File: src/design/sdacc_pkg.sv
// Shared types, constants and fp32 arithmetic functions of the sparse dot accumulator.
package sdacc_pkg;

    localparam int          FP_W      = 32;
    localparam int          IDX_W     = 2;
    localparam int          REG_IDX_W = 1;
    localparam logic [7:0]  EXP_ALL1  = 8'hFF;
    localparam logic [31:0] CANON_NAN = 32'h7FC0_0000;
    localparam logic [31:0] ONE_BITS  = 32'h3F80_0000;

    localparam logic [REG_IDX_W-1:0] REG_ALPHA = 1'b0;
    localparam logic [REG_IDX_W-1:0] REG_BETA  = 1'b1;

    localparam logic [IDX_W-1:0] ROW0 = 2'd0;
    localparam logic [IDX_W-1:0] ROW1 = 2'd1;
    localparam logic [IDX_W-1:0] ROW2 = 2'd2;
    localparam logic [IDX_W-1:0] ROW3 = 2'd3;

    // One queued group, B rows already selected
    typedef struct packed {
        logic [FP_W-1:0] a0;
        logic [FP_W-1:0] b0;
        logic [FP_W-1:0] a1;
        logic [FP_W-1:0] b1;
        logic [FP_W-1:0] c;
        logic            start;
        logic            last;
    } item_t;

    function automatic logic [5:0] lzc48(input logic [47:0] v);
        logic [5:0] n;
        logic       hit;
        n   = 6'd48;
        hit = 1'b0;
        for (int i = 47; i >= 0; i--) begin
            if (!hit && v[i]) begin
                n   = 6'(47 - i);
                hit = 1'b1;
            end
        end
        return n;
    endfunction

    // Round to nearest even; m holds 24 mantissa bits then guard, round, sticky
    function automatic logic [31:0] round_pack(input logic s, input logic signed [11:0] e,
                                               input logic [26:0] m);
        logic [24:0]        m25;
        logic               inc;
        logic signed [11:0] er;
        inc = m[2] & ((|m[1:0]) | m[3]);
        m25 = {1'b0, m[26:3]} + 25'(inc);
        er  = e;
        if (m25[24]) begin
            m25 = m25 >> 1;
            er  = e + 12'sd1;
        end
        if (er >= 12'sd255) begin
            return {s, EXP_ALL1, 23'd0};
        end
        return {s, (m25[23] ? er[7:0] : 8'h00), m25[22:0]};
    endfunction

    function automatic logic [31:0] fp_mul(input logic [31:0] a, input logic [31:0] b);
        logic               s;
        logic [7:0]         ea, eb;
        logic [23:0]        ma, mb;
        logic               nan_a, nan_b, inf_a, inf_b, zero_a, zero_b;
        logic [47:0]        p;
        logic [5:0]         k;
        logic signed [11:0] er, sh, nsh;
        logic [50:0]        x, xs;
        logic [26:0]        m27;
        logic               lost;
        s      = a[31] ^ b[31];
        ea     = a[30:23];
        eb     = b[30:23];
        nan_a  = (ea == EXP_ALL1) && (a[22:0] != 23'd0);
        nan_b  = (eb == EXP_ALL1) && (b[22:0] != 23'd0);
        inf_a  = (ea == EXP_ALL1) && (a[22:0] == 23'd0);
        inf_b  = (eb == EXP_ALL1) && (b[22:0] == 23'd0);
        zero_a = (a[30:0] == 31'd0);
        zero_b = (b[30:0] == 31'd0);
        if (nan_a || nan_b || (inf_a && zero_b) || (inf_b && zero_a)) begin
            return CANON_NAN;
        end
        if (inf_a || inf_b) begin
            return {s, EXP_ALL1, 23'd0};
        end
        if (zero_a || zero_b) begin
            return {s, 31'd0};
        end
        ma = {ea != 8'd0, a[22:0]};
        mb = {eb != 8'd0, b[22:0]};
        if (ea == 8'd0) ea = 8'd1;
        if (eb == 8'd0) eb = 8'd1;
        p  = ma * mb;
        k  = 6'd47 - lzc48(p);
        er = $signed({6'd0, k}) + $signed({4'd0, ea}) + $signed({4'd0, eb}) - 12'sd173;
        sh = $signed({6'd0, k}) - 12'sd23;
        if (er < 12'sd1) begin
            sh = sh + (12'sd1 - er);
            er = 12'sd1;
        end
        x = {p, 3'b000};
        if (sh < 12'sd0) begin
            nsh = -sh;
            m27 = x[26:0] << nsh[4:0];
        end else if (sh > 12'sd50) begin
            m27 = {26'd0, |x};
        end else begin
            xs   = x >> sh[5:0];
            lost = |(x & ~({51{1'b1}} << sh[5:0]));
            m27  = xs[26:0] | {26'd0, lost};
        end
        return round_pack(s, er, m27);
    endfunction

    function automatic logic [31:0] fp_add(input logic [31:0] a, input logic [31:0] b);
        logic               nan_a, nan_b, inf_a, inf_b;
        logic [31:0]        hi, lo;
        logic [7:0]         el, es, d;
        logic [26:0]        ml, xs, ms, diff, m27;
        logic [27:0]        sum;
        logic [5:0]         lz;
        logic [7:0]         shl;
        logic signed [11:0] e;
        nan_a = (a[30:23] == EXP_ALL1) && (a[22:0] != 23'd0);
        nan_b = (b[30:23] == EXP_ALL1) && (b[22:0] != 23'd0);
        inf_a = (a[30:23] == EXP_ALL1) && (a[22:0] == 23'd0);
        inf_b = (b[30:23] == EXP_ALL1) && (b[22:0] == 23'd0);
        if (nan_a || nan_b || (inf_a && inf_b && (a[31] != b[31]))) begin
            return CANON_NAN;
        end
        if (inf_a) return a;
        if (inf_b) return b;
        if ((a[30:0] == 31'd0) && (b[30:0] == 31'd0)) begin
            return {a[31] & b[31], 31'd0};
        end
        if (a[30:0] >= b[30:0]) begin
            hi = a;
            lo = b;
        end else begin
            hi = b;
            lo = a;
        end
        el = (hi[30:23] == 8'd0) ? 8'd1 : hi[30:23];
        es = (lo[30:23] == 8'd0) ? 8'd1 : lo[30:23];
        ml = {hi[30:23] != 8'd0, hi[22:0], 3'b000};
        xs = {lo[30:23] != 8'd0, lo[22:0], 3'b000};
        d  = el - es;
        if (d >= 8'd27) begin
            ms = {26'd0, |xs};
        end else begin
            ms = (xs >> d[4:0]) | {26'd0, |(xs & ~({27{1'b1}} << d[4:0]))};
        end
        if (hi[31] == lo[31]) begin
            sum = {1'b0, ml} + {1'b0, ms};
            if (sum[27]) begin
                m27 = {sum[27:2], sum[1] | sum[0]};
                e   = $signed({4'd0, el}) + 12'sd1;
            end else begin
                m27 = sum[26:0];
                e   = $signed({4'd0, el});
            end
        end else begin
            diff = ml - ms;
            if (diff == 27'd0) begin
                return 32'd0;
            end
            lz  = lzc48({diff, 21'd0});
            shl = ({2'b00, lz} < (el - 8'd1)) ? {2'b00, lz} : (el - 8'd1);
            m27 = diff << shl[4:0];
            e   = $signed({4'd0, el}) - $signed({4'd0, shl});
        end
        return round_pack(hi[31], e, m27);
    endfunction

endpackage

File: src/design/sdacc_front.sv
// Input side: accept groups, pick the two B rows and hold them in a two-entry queue.
module sdacc_front (
    input  logic                 clk,
    input  logic                 rst_n,
    input  logic                 s_tvalid,
    output logic                 s_tready,
    input  logic [231:0]         s_tdata,
    input  logic                 s_tuser,
    input  logic                 s_tlast,
    output logic                 q_empty,
    output sdacc_pkg::item_t     q_head,
    input  logic                 q_pop
);
    import sdacc_pkg::*;

    localparam int DEPTH = 2;

    item_t       q_reg [DEPTH];
    logic        wr_ptr_reg, wr_ptr_next;
    logic        rd_ptr_reg, rd_ptr_next;
    logic [1:0]  count_reg, count_next;
    item_t       entry;
    logic        push;

    function automatic logic [31:0] pick_row(input logic [1:0] idx, input logic [231:0] d);
        logic [31:0] r;
        case (idx)
            ROW0:    r = d[99:68];
            ROW1:    r = d[131:100];
            ROW2:    r = d[163:132];
            ROW3:    r = d[195:164];
            default: r = d[99:68];
        endcase
        return r;
    endfunction

    always_comb
    begin
        entry.a0    = s_tdata[31:0];
        entry.a1    = s_tdata[63:32];
        entry.b0    = pick_row(s_tdata[65:64], s_tdata);
        entry.b1    = pick_row(s_tdata[67:66], s_tdata);
        entry.c     = s_tdata[227:196];
        entry.start = s_tuser;
        entry.last  = s_tlast;
    end

    assign s_tready = (count_reg != 2'(DEPTH));
    assign push     = s_tvalid && s_tready;
    assign q_empty  = (count_reg == 2'd0);
    assign q_head   = q_reg[rd_ptr_reg];

    always_comb
    begin
        wr_ptr_next = wr_ptr_reg ^ push;
        rd_ptr_next = rd_ptr_reg ^ q_pop;
        count_next  = count_reg + 2'(push) - 2'(q_pop);
    end

    always_ff @(posedge clk or negedge rst_n)
    begin
        if (!rst_n)
        begin
            wr_ptr_reg <= 1'b0;
            rd_ptr_reg <= 1'b0;
            count_reg  <= 2'd0;
        end
        else
        begin
            wr_ptr_reg <= wr_ptr_next;
            rd_ptr_reg <= rd_ptr_next;
            count_reg  <= count_next;
        end
    end

    always_ff @(posedge clk)
    begin
        if (push)
        begin
            q_reg[wr_ptr_reg] <= entry;
        end
    end

endmodule

File: config.mk
export PLATFORM = sky130hd
export DESIGN_NAME = sdacc_front
export DESIGN_NICKNAME = d
export VERILOG_FILES = /design/src/design/sdacc_pkg.sv /design/src/design/sdacc_front.sv
export SDC_FILE = /design/constraint.sdc
export NUM_CORES = 1
export LEC_CHECK = 0
export BUFFER_PORTS_ARGS = -buffer_cell sky130_fd_sc_hd__buf_4
export CORE_ASPECT_RATIO = 0.9
export CORE_MARGIN = 2
export CORE_UTILIZATION = 47
export DETAILED_ROUTE_END_ITERATION = 7
export PLACE_DENSITY = 0.77
export SETUP_SLACK_MARGIN = 0.2
export SLEW_MARGIN = 20
export SYNTH_ARGS = -nofsm -noshare
export SYNTH_HDL_FRONTEND = slang
export SYNTH_SLANG_ARGS = --single-unit
File: constraint.sdc
create_clock -name clk -period 8.1 [get_ports clk]
set_input_delay 0.405 -clock clk [delete_from_list [all_inputs] [get_ports clk]]
set_output_delay 0.405 -clock clk [all_outputs]
set_load 0.05 [all_outputs]
* Yosys cells after proc, flatten, opt, wreduce, memory -nomap -nowiden *
Memories as Yosys holds them, arrays and structs flattened.
Index checks and enable logic that the tools add are counted.

operators by class
  eq/ne operators = 7
  bitwise operators = 2
  $add $sub $neg = 2
  muxes and demuxes = 4
  reductions and logical operators = 4

operators with widths
  cell                                                                   number
  32-bit one-hot mux with 4 select lines                                 2
  2-bit equality test, second input constant                             4
  2-bit logical NOT                                                      3
  2-bit by 1-bit equality test with 1-bit output, second input constant  2
  2-bit by 1-bit adder with 2-bit output                                 1
  1-bit two-way mux                                                      2
  2-bit inequality test, second input constant                           1
  2-bit by 1-bit subtractor with 2-bit output                            1
  1-bit bitwise XOR                                                      2
  1-bit logical AND                                                      1

word-level totals
  bits in registers = 4
  output and inout bits = 164
  word-level logic and storage cells = 23
  input bits = 238
  memory bits (writable) = 324
  memories = 1

memory list
  name   words  bits a word  rd ports  clocked after Yosys merged registers in  wr ports  RTL line           source
  q_reg  2      162          1         0                                        1         sdacc_front.sv:18  item_t q_reg [DEPTH];

* Logic depth before layout (Yosys ltp) *
  word-level depth = 4
  depth in mapped cells = 5
  depth with buffers taken out = 5

* Worst setup path after synthesis *
No wires, ideal clock.

  path kind = register to register
  from = register count_reg[0]
  to = memory q_reg[1][0] (netlist bit), enable pin
  path slack = -0.342 ns
  setup time = 0.687 ns
  cell stages (with the launch flop) = 4
  period minus slack after synthesis = 8.442 ns
  data required time = 7.413 ns
  arrival time = 7.755 ns
  path buffers = 0
  cell sequence = dfrtp_1 > nand2b_1 > nand2_1 > nor2_1

on the way
  word-level cells in the longest chain between the ends = 4

ends and longest elaborated chain
  element                                  RTL line           source
  start: declaration                       sdacc_front.sv:21  logic [1:0] count_reg, count_next;
  start signal: assignment                 sdacc_front.sv:72  count_reg <= count_next;
  2-bit inequality test                    sdacc_front.sv:48  assign s_tready = (count_reg != 2'(DEPTH));
  via s_tready                             sdacc_front.sv:6   output logic s_tready,
  1-bit logical AND                        sdacc_front.sv:49  assign push = s_tvalid && s_tready;
  1-bit two-way mux                        sdacc_front.sv:78  if (push)
  1-bit two-way mux (not written as such)  sdacc_front.sv:80  q_reg[wr_ptr_reg] <= entry;
  end: declaration                         sdacc_front.sv:18

The timed path passes the listed nets, and every way through them passes these cells.

==> impl_results.md <==
* Status: completed
* Die Height at 165 um
* EDFF count, synth at 324
* Largest net degree at the start of global routing at 68
* Unique cell type count in the Yosys netlist at 18
* Critical R2R Launch: count_reg[0]
* Area leader, netlist: edfxtp_1
* Setup CP Type: reg2out
* Met2 Use GR at 0.357
* Worst Hold Depth at 1
* Yosys warns at 0
* CP arrival at 2.80 ns
* Vias in the first global route at 7,814
* GR Layer Usage met3 at 0.0752
* Initial Util at 0.480
* Inserted Diodes at 0
* Total track usage at 0.199
* Longest Clk Path Bufs at 3
* Worst-path fanout max at 58
* Clock Sinks at 328
* Syn Inst Count at 601
* Fin crit share at 0.395
* Die ar. at between 30,000 and 40,000 sq um
* Total leakage power at 6.68 nW
* CP Capture Type: primary output
* Drt drc at 0
* Post-CTS Resized at 0
* Clock Skew at 0.00807 ns
* Cell total after placement at 1,333
* FF-to-FF End: q_reg[0][31]
* Layout cells sized above 1 at 0.655
* Avg Cell Area, Syn at about 23 sq um
* Setup WS pre-CTS at around 5.4 ns
* Min-Delay Endpoint: q_reg[1][9]
* Fin. max-slew vios at 0
* H-tree depth at 2
* Number of DRC markers in iteration 0 at 439
* Detailed Route WL at ~31,000 um
* Setup TNS at 0 ns
* Design Power at 7.10 mW
* Via-to-Cell Ratio at 5.33
* Vias at 7,433
* Post-CTS setup buffers at 0
* Gr ovfl total at 0
* Syn Std Cell Area at 13,500 sq um
* Non-filler cells, final at 1,394
* Layout area overhead at 32.1%
* Fill cell count at 1,994
* Worst-Margin Slew at 0.959 ns
* Worst hold path class: in2reg
* Clock Latency Late Sink at 0.49 ns
* Max reg flops at between 300 and 400
* Dominant synthesized flop cell: edfxtp_1
* Final Setup Violations at 0
* # rows at 58
* Most frequent cells after synthesis: 324 x edfxtp_1, 162 x mux2_2, 60 x mux4_2, 16 x buf_2, 10 x buf_6
* TritonCTS buffer count at 35
* Synth async-reset ratio at 0.0122
* Pwr Density at approximately 400 nW/um^2
* Final HPWL DP at 21,300 um
* Reg2reg path depth at 5
* Antenna viol nets, final at 0
* Avg WL per Cell at approximately 22 um
* R2R Setup Slk at 5.51 ns
* Die Width at 183 um
* Hold Vio Cnt, Final at 0
* Hold wc startpoint: s_tdata[203]
* Final Util at 0.634
* Nets at 1,251
* Peak supply drop at roughly 320 uV
* Ports at between 400 and 500
* Most common cell in the netlist: edfxtp_1
* Post-synth net total at 841
* Gpl congestion at 0.761
* Sequential area share after synthesis at 0.727
* CTS Root Cell: clkbuf_16
* Gr busiest metal: met2
* Critical path startpoint category: register
* Top cell type's share of synthesized area at 0.719
* Clock Pin Slew Worst Setup and Hold Paths at 0.06 ns
* Max_slew headroom at 0.361
* Buffers added on ports at 397
* Core Area at 28,200 sq um
* Grt met1 use at 0.225
* Fmax at 312 MHz
* TritonCTS clock tree: yes
* Synth area leaders: edfxtp_1 72%, mux2_2 13%, mux4_2 10%, buf_12 0.89%, buf_6 0.83%
* Global-route wire length before repair at about 45,000 um
* Post-synthesis sequential element count at 328
* WP data required at 7.70 ns
* DRT Pass-1 Iters at 4
* RSZ-0062 raised after global routing: false
* Max-Cap Viols at 0
* Fin worst setup slack at 4.90 ns
* Initial antenna violation count at 0
* CTS Hold Bufs at 1
* Post-route minimum period at ~3.2 ns
## critical path: stages, from the launching register on
cell     delay [ns]
dfrtp_4        0.86
buf_4          0.76
mux2_2         0.44
buf_4          0.20
## layer usage
layer	share of wire	wire (um)
met5	0	0
met4	0.021	672
met3	0.10	3210
met2	0.52	16200
met1	0.36	11200
## power breakdown
| group | switching, mW | internal, mW |
|---|---|---|
| clock | 0.619 | 0.953 |
| combinational | 2.06 | 0.997 |
| sequential | 0.124 | 2.34 |
| total | 2.81 | 4.29 |
## layout make-up
type	count	area, sq um	area share
timing repair buffer	405	3040	0.170
sequential	328	9830	0.551
inverter	3	11.3	0.000630
multi-input combinational	238	3390	0.190
tap	360	450	0.0252
clock inverter	20	195	0.0109
clock buffer	40	937	0.0525
## cell usage in the layout (no fill, tap or decap), drive strengths merged
cell type / instances
clkbuf: 40
clkinv: 16
nor3b: 1
mux4: 64
xnor2: 2
ha: 2
dfrtp: 4
inv: 3
bufinv: 4
a21bo: 1
dlygate4sd3: 1
buf: 404
a21oi: 1
mux2: 162
nand2: 1
edfxtp: 324
nor2: 2
xor2: 1
nand2b: 1
## worst max path at each step
stage,slack [ns],depth (start not counted),endpoint,from
finish,4.90,3,q_head[92],rd_ptr_reg
global route,4.75,3,q_head[33],rd_ptr_reg
CTS,4.82,3,q_head[132],rd_ptr_reg
detailed placement,5.35,3,q_head[132],rd_ptr_reg
global placement,5.35,3,q_head[132],rd_ptr_reg
floorplan,2.39,3,q_reg[1][0],count_reg[0]
## cells by family after synthesis
kind of cell               after synthesis  synth area share
buffers and inverters                   35            0.0240
xor gates and xnor gates                 3           0.00194
adders and majority gates                2           0.00185
DFF                                    328             0.727
muxes                                  226             0.243
and+or+nand+nor                          5           0.00185
AOI/OAI and AO/OA                        2           0.00111
## metrics by stage
| stage | hold WS, ns | instance area, sq um |
|---|---|---|
| final | 0.0930 | 17900 |
| after global routing | 0.0607 | 17900 |
| after CTS | 0.0639 | 17900 |
| after detailed placement | 0.208 | 16700 |
| after global placement | 0.209 | 16700 |
| after floorplan | 0.109 | 13500 |
Power figures use the tool's default switching activity.
